--- src/rtl/pcpg_pkg.sv ---
// ----------------------------------------------------------------------------
// pcpg_pkg
// Shared types, curve tables and helpers of the curve point generator.
// ----------------------------------------------------------------------------
`default_nettype none

package pcpg_pkg;

  localparam int unsigned SINE_TABLE_BITS_DEF = 10;
  localparam int unsigned MAX_STEPS_DEF       = 512;

  localparam int unsigned IDX_W      = 10;
  localparam int unsigned PHASE_W    = 32;
  localparam int unsigned ROM_W      = 17;
  localparam int unsigned VAL_W      = 18;
  localparam int unsigned PT_W       = 24;
  localparam int unsigned T_W        = 20;
  localparam int unsigned PIX_W      = 12;
  localparam int unsigned CENTER_W   = 10;
  localparam int unsigned SCALE_W    = 8;
  localparam int unsigned SEL_W      = 4;
  localparam int unsigned NUM_CURVES = 11;
  localparam int unsigned MAX_KDEN   = 14;
  localparam int unsigned ADDR_W     = 4;
  localparam int unsigned DATA_W     = 32;
  localparam int unsigned LATENCY    = 7;

  localparam longint unsigned HALF_PI_Q30   = 64'd1686629713;
  localparam longint unsigned PI_Q30        = 64'd3373259426;
  localparam int unsigned     ELLIPSE_B_Q16 = 72090;
  localparam int unsigned     ONE_Q16       = 65536;

  // Taylor series divisors (2k)(2k+1), entry 0 unused
  localparam longint unsigned TAYLOR_DIV [10] =
    '{1, 6, 20, 42, 72, 110, 156, 210, 272, 342};

  localparam logic [1:0] REG_CURVE    = 2'd0;
  localparam logic [1:0] REG_CENTER_X = 2'd1;
  localparam logic [1:0] REG_CENTER_Y = 2'd2;

  localparam logic [SEL_W-1:0]    CURVE_RESET    = 4'd0;
  localparam logic [CENTER_W-1:0] CENTER_X_RESET = 10'd199;
  localparam logic [CENTER_W-1:0] CENTER_Y_RESET = 10'd199;

  typedef enum logic [SEL_W-1:0] {
    CURVE_ASTROID  = 4'd0,
    CURVE_CYCLOID  = 4'd1,
    CURVE_HYPO     = 4'd2,
    CURVE_HUYGENS  = 4'd3,
    CURVE_LINE     = 4'd4,
    CURVE_CIRCLE   = 4'd5,
    CURVE_ELLIPSE  = 4'd6,
    CURVE_FANCY    = 4'd7,
    CURVE_STARFISH = 4'd8,
    CURVE_CLOUD    = 4'd9,
    CURVE_ICLOUD   = 4'd10
  } curve_t;

  localparam int unsigned CURVE_SCALE [NUM_CURVES] =
    '{90, 10, 40, 10, 100, 165, 75, 10, 25, 10, 10};
  localparam int unsigned CURVE_SPAN  [NUM_CURVES] =
    '{2, 4, 2, 4, 2, 2, 2, 12, 6, 28, 28};
  localparam int unsigned CURVE_STEPS [NUM_CURVES] =
    '{256, 128, 256, 256, 128, 128, 256, 512, 256, 128, 128};
  localparam int unsigned KA_NUM [NUM_CURVES] = '{1, 1, 1, 1, 1, 1, 1, 1, 1, 1, 1};
  localparam int unsigned KA_DEN [NUM_CURVES] = '{1, 1, 1, 1, 1, 1, 1, 1, 1, 14, 14};
  localparam int unsigned KB_NUM [NUM_CURVES] = '{1, 1, 2, 3, 1, 1, 1, 11, 2, 15, 15};
  localparam int unsigned KB_DEN [NUM_CURVES] = '{1, 1, 1, 1, 1, 1, 1, 6, 3, 14, 14};

  typedef struct packed {
    logic                 valid;
    logic                 at_end;
    logic [IDX_W-1:0]     i;
    logic [T_W-1:0]       t;
    logic [PHASE_W-1:0]   pa;
    logic [PHASE_W-1:0]   pb;
  } phase_t;

  typedef struct packed {
    logic                   valid;
    logic                   at_end;
    logic signed [PT_W-1:0] x;
    logic signed [PT_W-1:0] y;
  } point_t;

  function automatic logic [ROM_W-1:0] sine_entry(input int unsigned j,
                                                  input int unsigned bits);
    longint unsigned x;
    longint unsigned x2;
    longint unsigned term;
    longint signed   sum;
    longint unsigned rnd;
    x    = (longint'(j) * HALF_PI_Q30) >> bits;
    x2   = (x * x) >> 30;
    term = x;
    sum  = longint'(x);
    for (int k = 1; k <= 9; k++) begin
      term = ((term * x2) >> 30) / TAYLOR_DIV[k];
      if ((k % 2) == 1) sum = sum - longint'(term);
      else sum = sum + longint'(term);
    end
    if (sum < 0) sum = 0;
    rnd = (longint'(sum) + 64'd8192) >> 14;
    return ROM_W'(rnd);
  endfunction

  function automatic logic signed [PT_W-1:0] half_tz(input logic signed [PT_W-1:0] v);
    return (v + $signed({{(PT_W-1){1'b0}}, v[PT_W-1]})) >>> 1;
  endfunction

endpackage

`default_nettype wire

--- src/rtl/pcpg_phase.sv ---
// ----------------------------------------------------------------------------
// pcpg_phase
// Clamps the index and forms the two rounded 32-bit phases of each point.
// ----------------------------------------------------------------------------
`default_nettype none

module pcpg_phase #(
  parameter int unsigned MAX_STEPS = pcpg_pkg::MAX_STEPS_DEF
) (
  input  logic                       clk,
  input  logic                       rst,
  input  logic                       in_valid,
  input  logic [pcpg_pkg::IDX_W-1:0] step_index,
  input  logic [pcpg_pkg::SEL_W-1:0] curve_select,
  output pcpg_pkg::phase_t           phase_out
);
  import pcpg_pkg::*;

  localparam int unsigned DEN_W = $clog2(2 * MAX_STEPS * MAX_KDEN + 1);
  localparam int unsigned X_W   = DEN_W + IDX_W;
  localparam int unsigned M_W   = X_W - 7;
  localparam int unsigned R_W   = IDX_W + 1;
  localparam longint unsigned CYC_MUL = 4 * PI_Q30;
  localparam longint unsigned CYC_RND = 64'd1 << 20;

  logic [PHASE_W-1:0] qa_tab   [2][NUM_CURVES];
  logic [DEN_W-1:0]   ra_tab   [2][NUM_CURVES];
  logic [DEN_W-1:0]   half_tab [2][NUM_CURVES];
  logic [DEN_W-1:0]   den_tab  [2][NUM_CURVES];
  logic [M_W-1:0]     mq_tab   [2][NUM_CURVES];
  logic [IDX_W-1:0]   n_tab    [NUM_CURVES];

  for (genvar c = 0; c < NUM_CURVES; c++) begin : g_curve
    localparam longint unsigned NC =
      (CURVE_STEPS[c] > MAX_STEPS) ? MAX_STEPS : CURVE_STEPS[c];
    assign n_tab[c] = IDX_W'(NC);
    for (genvar ab = 0; ab < 2; ab++) begin : g_ph
      localparam longint unsigned KN  = (ab == 0) ? KA_NUM[c] : KB_NUM[c];
      localparam longint unsigned KD  = (ab == 0) ? KA_DEN[c] : KB_DEN[c];
      localparam longint unsigned DEN = 2 * NC * KD;
      localparam longint unsigned NUM = (longint'(CURVE_SPAN[c]) * KN) << 32;
      localparam longint unsigned QA  = NUM / DEN;
      localparam longint unsigned RA  = NUM % DEN;
      localparam longint unsigned MQ  = (64'd1 << X_W) / DEN;
      localparam longint unsigned HALF_DEN = DEN / 2;
      assign qa_tab[ab][c]   = PHASE_W'(QA);
      assign ra_tab[ab][c]   = DEN_W'(RA);
      assign half_tab[ab][c] = DEN_W'(HALF_DEN);
      assign den_tab[ab][c]  = DEN_W'(DEN);
      assign mq_tab[ab][c]   = M_W'(MQ);
    end
  end

  logic [PHASE_W-1:0] qa   [2];
  logic [DEN_W-1:0]   ra   [2];
  logic [DEN_W-1:0]   half [2];
  logic [DEN_W-1:0]   den  [2];
  logic [M_W-1:0]     mq   [2];
  logic [IDX_W-1:0]   n;

  always_comb begin
    n = '0;
    for (int ab = 0; ab < 2; ab++) begin
      qa[ab]   = '0;
      ra[ab]   = '0;
      half[ab] = '0;
      den[ab]  = '1;
      mq[ab]   = '0;
    end
    if (curve_select < SEL_W'(NUM_CURVES)) begin
      n = n_tab[curve_select];
      for (int ab = 0; ab < 2; ab++) begin
        qa[ab]   = qa_tab[ab][curve_select];
        ra[ab]   = ra_tab[ab][curve_select];
        half[ab] = half_tab[ab][curve_select];
        den[ab]  = den_tab[ab][curve_select];
        mq[ab]   = mq_tab[ab][curve_select];
      end
    end
  end

  // stage 1: clamp, split the phase into whole and remainder parts
  logic               s1_valid;
  logic               s1_end;
  logic [IDX_W-1:0]   s1_i;
  logic [T_W-1:0]     s1_t;
  logic [X_W-1:0]     s1_x [2];
  logic [PHASE_W-1:0] s1_q [2];

  logic [IDX_W-1:0]   i_next;
  logic [47:0]        t_prod;

  assign i_next = (step_index > n) ? n : step_index;
  assign t_prod = 48'(i_next) * 48'(CYC_MUL) + 48'(CYC_RND);

  always_ff @(posedge clk) begin
    if (rst) s1_valid <= 1'b0;
    else s1_valid <= in_valid;
    s1_end <= (step_index >= n);
    s1_i   <= i_next;
    s1_t   <= t_prod[21 +: T_W];
    for (int ab = 0; ab < 2; ab++) begin
      s1_x[ab] <= X_W'(ra[ab] * i_next) + X_W'(half[ab]);
      s1_q[ab] <= PHASE_W'(qa[ab] * i_next);
    end
  end

  // stage 2: reciprocal estimate of the quotient
  logic               s2_valid;
  logic               s2_end;
  logic [IDX_W-1:0]   s2_i;
  logic [T_W-1:0]     s2_t;
  logic [X_W-1:0]     s2_x  [2];
  logic [PHASE_W-1:0] s2_q  [2];
  logic [R_W-1:0]     s2_r0 [2];
  logic [X_W+M_W-1:0] est   [2];

  always_comb begin
    for (int ab = 0; ab < 2; ab++) est[ab] = s1_x[ab] * mq[ab];
  end

  always_ff @(posedge clk) begin
    if (rst) s2_valid <= 1'b0;
    else s2_valid <= s1_valid;
    s2_end <= s1_end;
    s2_i   <= s1_i;
    s2_t   <= s1_t;
    for (int ab = 0; ab < 2; ab++) begin
      s2_x[ab]  <= s1_x[ab];
      s2_q[ab]  <= s1_q[ab];
      s2_r0[ab] <= est[ab][X_W +: R_W];
    end
  end

  // stage 3: correct the quotient and assemble the phase
  logic [R_W+DEN_W-1:0] back [2];
  logic [R_W+DEN_W-1:0] rem  [2];
  logic [R_W-1:0]       quo  [2];

  always_comb begin
    for (int ab = 0; ab < 2; ab++) begin
      back[ab] = s2_r0[ab] * den[ab];
      rem[ab]  = (R_W+DEN_W)'(s2_x[ab]) - back[ab];
      quo[ab]  = s2_r0[ab] + R_W'(rem[ab] >= (R_W+DEN_W)'(den[ab]));
    end
  end

  always_ff @(posedge clk) begin
    if (rst) phase_out.valid <= 1'b0;
    else phase_out.valid <= s2_valid;
    phase_out.at_end <= s2_end;
    phase_out.i      <= s2_i;
    phase_out.t      <= s2_t;
    phase_out.pa     <= s2_q[0] + PHASE_W'(quo[0]);
    phase_out.pb     <= s2_q[1] + PHASE_W'(quo[1]);
  end

endmodule

`default_nettype wire

--- config.mk ---
export PLATFORM = sky130hd
export DESIGN_NAME = pcpg_phase
export DESIGN_NICKNAME = d
export VERILOG_FILES = /design/src/rtl/pcpg_pkg.sv /design/src/rtl/pcpg_phase.sv
export SDC_FILE = /design/constraint.sdc
export NUM_CORES = 1
export LEC_CHECK = 0
export BUFFER_PORTS_ARGS = -buffer_cell sky130_fd_sc_hd__buf_2
export CELL_PAD_IN_SITES_DETAIL_PLACEMENT = 0
export CELL_PAD_IN_SITES_GLOBAL_PLACEMENT = 1
export CORE_MARGIN = 2
export CORE_UTILIZATION = 50
export DETAILED_ROUTE_END_ITERATION = 10
export PLACE_DENSITY_LB_ADDON = 0.08
export SETUP_SLACK_MARGIN = 0.05
export SLEW_MARGIN = 5
export SYNTH_ARGS = -nofsm -noshare
export SYNTH_HDL_FRONTEND = slang
export SYNTH_SLANG_ARGS = --single-unit
--- constraint.sdc ---
create_clock -name clk -period 16.2 [get_ports clk]
set_clock_uncertainty 0.2 [all_clocks]
set_input_delay 0.81 -clock clk [delete_from_list [all_inputs] [get_ports clk]]
set_output_delay 0.81 -clock clk [all_outputs]
set_load 0.005 [all_outputs]
# Yosys cells after proc, flatten, opt, wreduce, memory -nomap -nowiden
# Memory sizes are Yosys's and may differ from the RTL's.
# Cells that the tools add are included.
[word_totals]
regBits = 160
ramBits = 246
rom_bits = 2848
input_bits = 17
elab_cells = 81
n_memories = 15
[mem_list]
columns = ["memory", "depth", "word_bits", "read_ports", "rd_ports_with_merged_regs", "write_ports", "line_no", "source"]
rows = [
  ["(no name shown)", 16, 32, 1, 0, 0, "pcpg_phase.sv:73", "qa[ab] = qa_tab[ab][curve_select];"],
  ["(no name shown)", 16, 32, 1, 0, 0, "pcpg_phase.sv:73", ""],
  ["(no name shown)", 16, 17, 1, 0, 0, "pcpg_phase.sv:77", "mq[ab] = mq_tab[ab][curve_select];"],
  ["(no name shown)", 16, 17, 1, 0, 0, "pcpg_phase.sv:77", ""],
  ["(no name shown)", 16, 14, 1, 0, 0, "pcpg_phase.sv:76", "den[ab] = den_tab[ab][curve_select];"],
  ["(no name shown)", 16, 14, 1, 0, 0, "pcpg_phase.sv:75", "half[ab] = half_tab[ab][curve_select];"],
  ["9 more memories", "n/a", "n/a", "n/a", "n/a", "n/a", "n/a", ""],
]
[op_classes]
addsub = 9
multipliers = 9
n_lt_le_gt_ge = 6
muxes = 27
bitwise_logic = 1
[ops]
columns = ["op", "count"]
rows = [
  ["$mux W14", 10],
  ["$mux W32", 4],
  ["$mux W28", 3],
  ["$mul A24 B17 Y35", 2],
  ["$mux W17", 4],
  ["$add A32 B11 Y32", 2],
  ["$mul A32 B10 Y32", 2],
  ["$mux W64", 1],
  ["$ge A25 B14 Y1", 2],
  ["$mul A11 B14 Y25", 2],
  ["$sub A24 B25 Y25", 2],
  ["$add A24 B14 Y24", 2],
  ["$mul A14 B10 Y24", 2],
  ["$add A41 B21 Y41 const B", 1],
  ["$mux W10", 4],
  ["$mul A10 B31 Y38 const B", 1],
  ["$mux W34", 1],
  ["$add A11 B1 Y11", 2],
  ["$ge A10 B10 Y1", 1],
  ["$gt A10 B10 Y1", 1],
  ["$ge A5 B5 Y1 const B", 1],
  ["$not A4 Y5", 1],
  ["$lt A4 B4 Y1 const B", 1],
]

# Longest topological paths before layout
[depth]
word_depth = 10
mapped_depth = 36

# Least setup slack after synthesis
# Ideal clock, no wire load.
[synth_path]
path_type = "in2reg"
startpoint = "input curve_select[0] in the netlist's numbering"
endpoint = "register s1_t[19]"
t_arrival_ps = 9140
required_ps = 15879
setup_slack_ps = 6739
path_stages = 32
cell_sequence = "clkbuf_1 -> nor2b_1 -> o21ai_0 -> clkinv_1 -> or2_2 -> ha_1 -> nand3b_1 -> and2_1 -> buf_4 -> nand2b_1 -> mux2i_1 -> inv_1 -> fa_1 -> inv_1 -> fa_1 -> fa_1 -> fa_1 -> fa_1 -> inv_1 -> ha_1 -> buf_6 -> a21o_1 -> or3_4 -> o22ai_4 -> or2_2 -> a211oi_4 -> o31ai_4 -> nand2_1 -> or4_4 -> a211o_1 -> a221o_1 -> xnor2_1"
[synth_between]
elab_chain_len = 9
[synth_lines]
columns = ["element", "line_no", "source"]
rows = [
  ["start, declared", "pcpg_phase.sv:14", "input logic [pcpg_pkg::SEL_W-1:0] curve_select,"],
  ["$not A4 Y5 (not written as such)", "pcpg_phase.sv:71", "n = n_tab[curve_select];"],
  ["$mem_v2 Z16 W10", "n/a", ""],
  ["$mux W10 (not written as such) (2 in series)", "pcpg_phase.sv:71", ""],
  ["$mux W10 *", "pcpg_phase.sv:70", "if (curve_select < SEL_W'(NUM_CURVES)) begin"],
  ["$gt A10 B10 Y1", "pcpg_phase.sv:93", "assign i_next = (step_index > n) ? n : step_index;"],
  ["$mux W10 *", "pcpg_phase.sv:93", ""],
  ["named net i_next[7]", "pcpg_phase.sv:90", "logic [IDX_W-1:0] i_next;"],
  ["$mul A10 B31 Y38 *", "pcpg_phase.sv:94", "assign t_prod = 48'(i_next) * 48'(CYC_MUL) + 48'(CYC_RND);"],
  ["$add A41 B21 Y41 *", "pcpg_phase.sv:94", ""],
  ["named net t_prod[40]", "pcpg_phase.sv:91", "logic [47:0] t_prod;"],
  ["end signal, assigned", "pcpg_phase.sv:101", "s1_t <= t_prod[21 +: T_W];"],
  ["end, declared", "pcpg_phase.sv:86", "logic [T_W-1:0] s1_t;"],
]
# Mark *: on every way through the listed nets, which the timed path passes. The rest lies on a longest branch. The select of a mux whose other input is x is not followed.
# A chain may end at the register's enable or synchronous reset.

# Final worst setup path
[layout_path]
startpoint = "input curve_select[3] in the netlist's numbering"
endpoint = "register s1_t[19]"
# Same word-level chain as after synthesis.

==> flow_metrics.py <==
metrics = {
    "drt": {
        "wl_met1_mm": 20.84,
        "firstDrtPassIters": 5,
        "vias_per_cell": 5.086,
        "dr_total_vias": 14190,
        "drtIter0Drc": 488,
        "wl_per_cell_um": 16.13,
        "maxUsedRoutingLayer": "met4",
        "wl_met3_mm": 1.204,
        "routed_wl_mm": 45.00,
        "routed-wl-met2_mm": 22.29,
        "drcViolationCount": 0,
        "ant_nets": 0,
    },
    "sta": {
        "slew_viol_final": 0,
        "period_share_pct": 64.34,
        "worst_hold_slack_ns": 0.1264,
        "fin_ws_ns": 5.778,
        "fmax_mhz": 95.95,
        "setup_viol": 0,
        "setup_tns_ns": 0,
        "worst_slew_margin_rel_pct": 29.05,
        "fin_crit_ns": 10.42,
        "rsz0062_at_grt": "no",
        "tightest_slew_ns": 1.062,
        "finalHoldViolCount": 0,
    },
    "status": {
        "status": "finished clean",
    },
    "cts": {
        "clock_sinks": 191,
        "cts.repair.resized": 0,
        "cts_buffer_depth": 2,
        "htreeDepth": 4,
        "hold_buffers": 0,
        "cts-root-buf": "clkbuf_16",
        "clk_pin_slew_ns": 0.07,
        "insertion_delay_ns": 0.47,
        "cts_setup_buffers": 0,
        "numCtsBuffers": 17,
        "tritoncts": "built",
    },
    "floorplanning": {
        "die_w_um": 209.3,
        "num_rows": 75,
        "die-area_sq_um": 43790,
        "die_h_um": 209.3,
        "core_area_sq_um": 41760,
        "start_util_pct": 50.44,
        "ios": 113,
    },
    "synthesis": {
        "netlist_area_sq_um": 21060,
        "ys.flop_type": "dfxtp_1",
        "yosys-top-cells-area": "ha_1 (25%), fa_1 (23%), dfxtp_1 (18%), inv_1 (7.7%), xnor2_1 (3.0%)",
        "ys_ff_latch": 191,
        "synth_cell_type_count": 85,
        "yosysSeqAreaShare_pct": 18.15,
        "avgSynthCellArea_sq_um": 9.698,
        "postSynthCellCount": 2172,
        "synth_top_cell_by_area": "ha_1",
        "synthDominantCellAreaShare_pct": 25.42,
        "synthArstFlopShare_pct": 0,
        "yosysWarnings": 0,
        "synth-edff-count": 0,
    },
    "critical_path": {
        "reg2reg_slack_ns": 8.37,
        "cp-start-kind": "primary input",
        "crit_fanout": 27,
        "criticalPathCategory": "primary input to register",
        "reg2reg_depth": 30,
        "slowest_stage": "fa_1",
        "path_common_cell": "fa_1",
        "required_ns": 16.35,
        "critPathArrivalTime_ns": 10.57,
        "r2r-start": "s2_r0[0][3]",
        "timing.rr.end": "phase_out[38]",
        "end_kind": "register",
        "cp_slowest_stage_delay_ns": 0.70,
    },
    "final_layout": {
        "diodes": 0,
        "layout_common_cells": "inv_1 (430), ha_1 (428), fa_1 (242)",
        "stdcell_count": 2790,
        "area_growth_syn_to_layout_pct": 6.647,
        "final_nets": 2926,
        "layout_commonest_cell": "inv_1",
        "drive_above_1_share_pct": 6.886,
        "design_area_sq_um": 22460,
    },
    "placed_design": {
        "io_buffers": 82,
        "dp_hpwl_mm": 38.45,
        "dp.cells": 2759,
        "gp_congestion": 0.8837,
        "dpl-instance-area_sq_um": 21880,
        "dp_slack_ns": 5.313,
    },
    "pwr": {
        "cellLeakagePower_nw": 12.11,
        "power_density_nw_per_um2": 117.4,
        "vdd_drop_max_mv": 0.1561,
    },
    "hold_path": {
        "hold_path.class": "register to register",
        "worstHoldStart": "s1_t[15]",
        "whs_endpoint": "s2_t[15]",
        "min_path_cells": 0,
    },
    "global_route": {
        "grt_antenna_before_repair": 0,
        "grt-ovfl-total": 0,
        "grt_first_pass_wirelength_mm": 75.96,
        "grt_pass1_vias": 15105,
        "grt_max_degree": 28,
        "grt_usage_pct": 22.10,
    },
    "run": {
        "maxCapViolCount": 0,
    },
}
-- registers in the layout, indices dropped and copies added, names as in the netlist, 10 cells and up --
signal / count
phase_out: 66
s1_t: 20
s2_t: 20
s1_q: 17
s2_q: 17
s2_r0: 15
s1_i: 10
s2_i: 10
-- synthesized netlist by cell type (16+ instances only) --
library cell	count
a21o_1	20
a21oi_1	65
and2_1	79
buf_4	34
clkbuf_1	25
dfxtp_1	191
fa_1	242
ha_1	428
inv_1	430
nand2_1	125
nand3_1	23
nor2_1	96
nor2b_1	27
nor3_1	18
o21a_1	24
o21ai_0	36
or2_2	16
xnor2_1	71
xor2_1	39
-- critical path, delay by kind of cell --
kind | cells | cell delay, ns
buffers and inverters | 6 | 1.77
AND/OR/NAND/NOR | 10 | 2.83
AO/OA/AOI/OAI | 4 | 1.05
adder cells (fa/ha/maj) | 7 | 3.44
multiplexers | 1 | 0.54
XOR/XNOR | 1 | 0.12
-- how the worst max path moves through the flow --
stage               depth (start not counted)  slack [ns]       end            start
floorplan                                  32        6.74  s1_t[19]  curve_select[0]
global placement                           31        5.68  s1_t[19]  curve_select[3]
detailed placement                         31        5.31  s1_t[17]  curve_select[3]
CTS                                        31        5.82  s1_t[17]  curve_select[3]
global route                               31        5.13  s1_t[19]  curve_select[3]
finish                                     29        5.78  s1_t[19]  curve_select[3]
-- cell type report --
type                       count  area [sq um]
sequential                   191          3824
tap                          539         674.4
multi-input combinational   1514         15350
clock inverter                11         123.9
timing repair buffer          82         410.4
inverter                     433          1625
fill                        3877         19290
clock buffer                  20         456.7
-- metal layers --
metal  up-vias  GRT usage [%]
li1       7064              -
met1      6932          28.66
met2       158          38.77
met3        36          3.367
met4         0          5.419
met5         -              0
-- logic make-up after synthesis --
family	count (synthesis)	share of synthesized area (%)
adders and majority gates	670	48.42
buffers and inverters	496	9.492
and+or+nand+nor	466	11.44
AOI/OAI and AO/OA	231	7.568
DFF	191	18.15
xor gates and xnor gates	110	4.574
muxes	7	0.3327
other	1	0.01780
-- stage by stage --
| step | power [mW] | utilization (%) |
|---|---|---|
| after floorplan | 1.865 | - |
| after global placement | 2.239 | 52.40 |
| after detailed placement | 2.230 | 52.40 |
| after CTS | 2.672 | 53.79 |
| after global routing | 2.903 | 53.79 |
| final | 2.638 | 53.79 |
-- report_power, final --
| group | switching [mW] | internal [mW] |
|---|---|---|
| clock network | 0.192 | 0.223 |
| registers | 0.0290 | 0.582 |
| logic | 0.961 | 0.650 |
No activity file was read; power rests on OpenSTA's default activity.
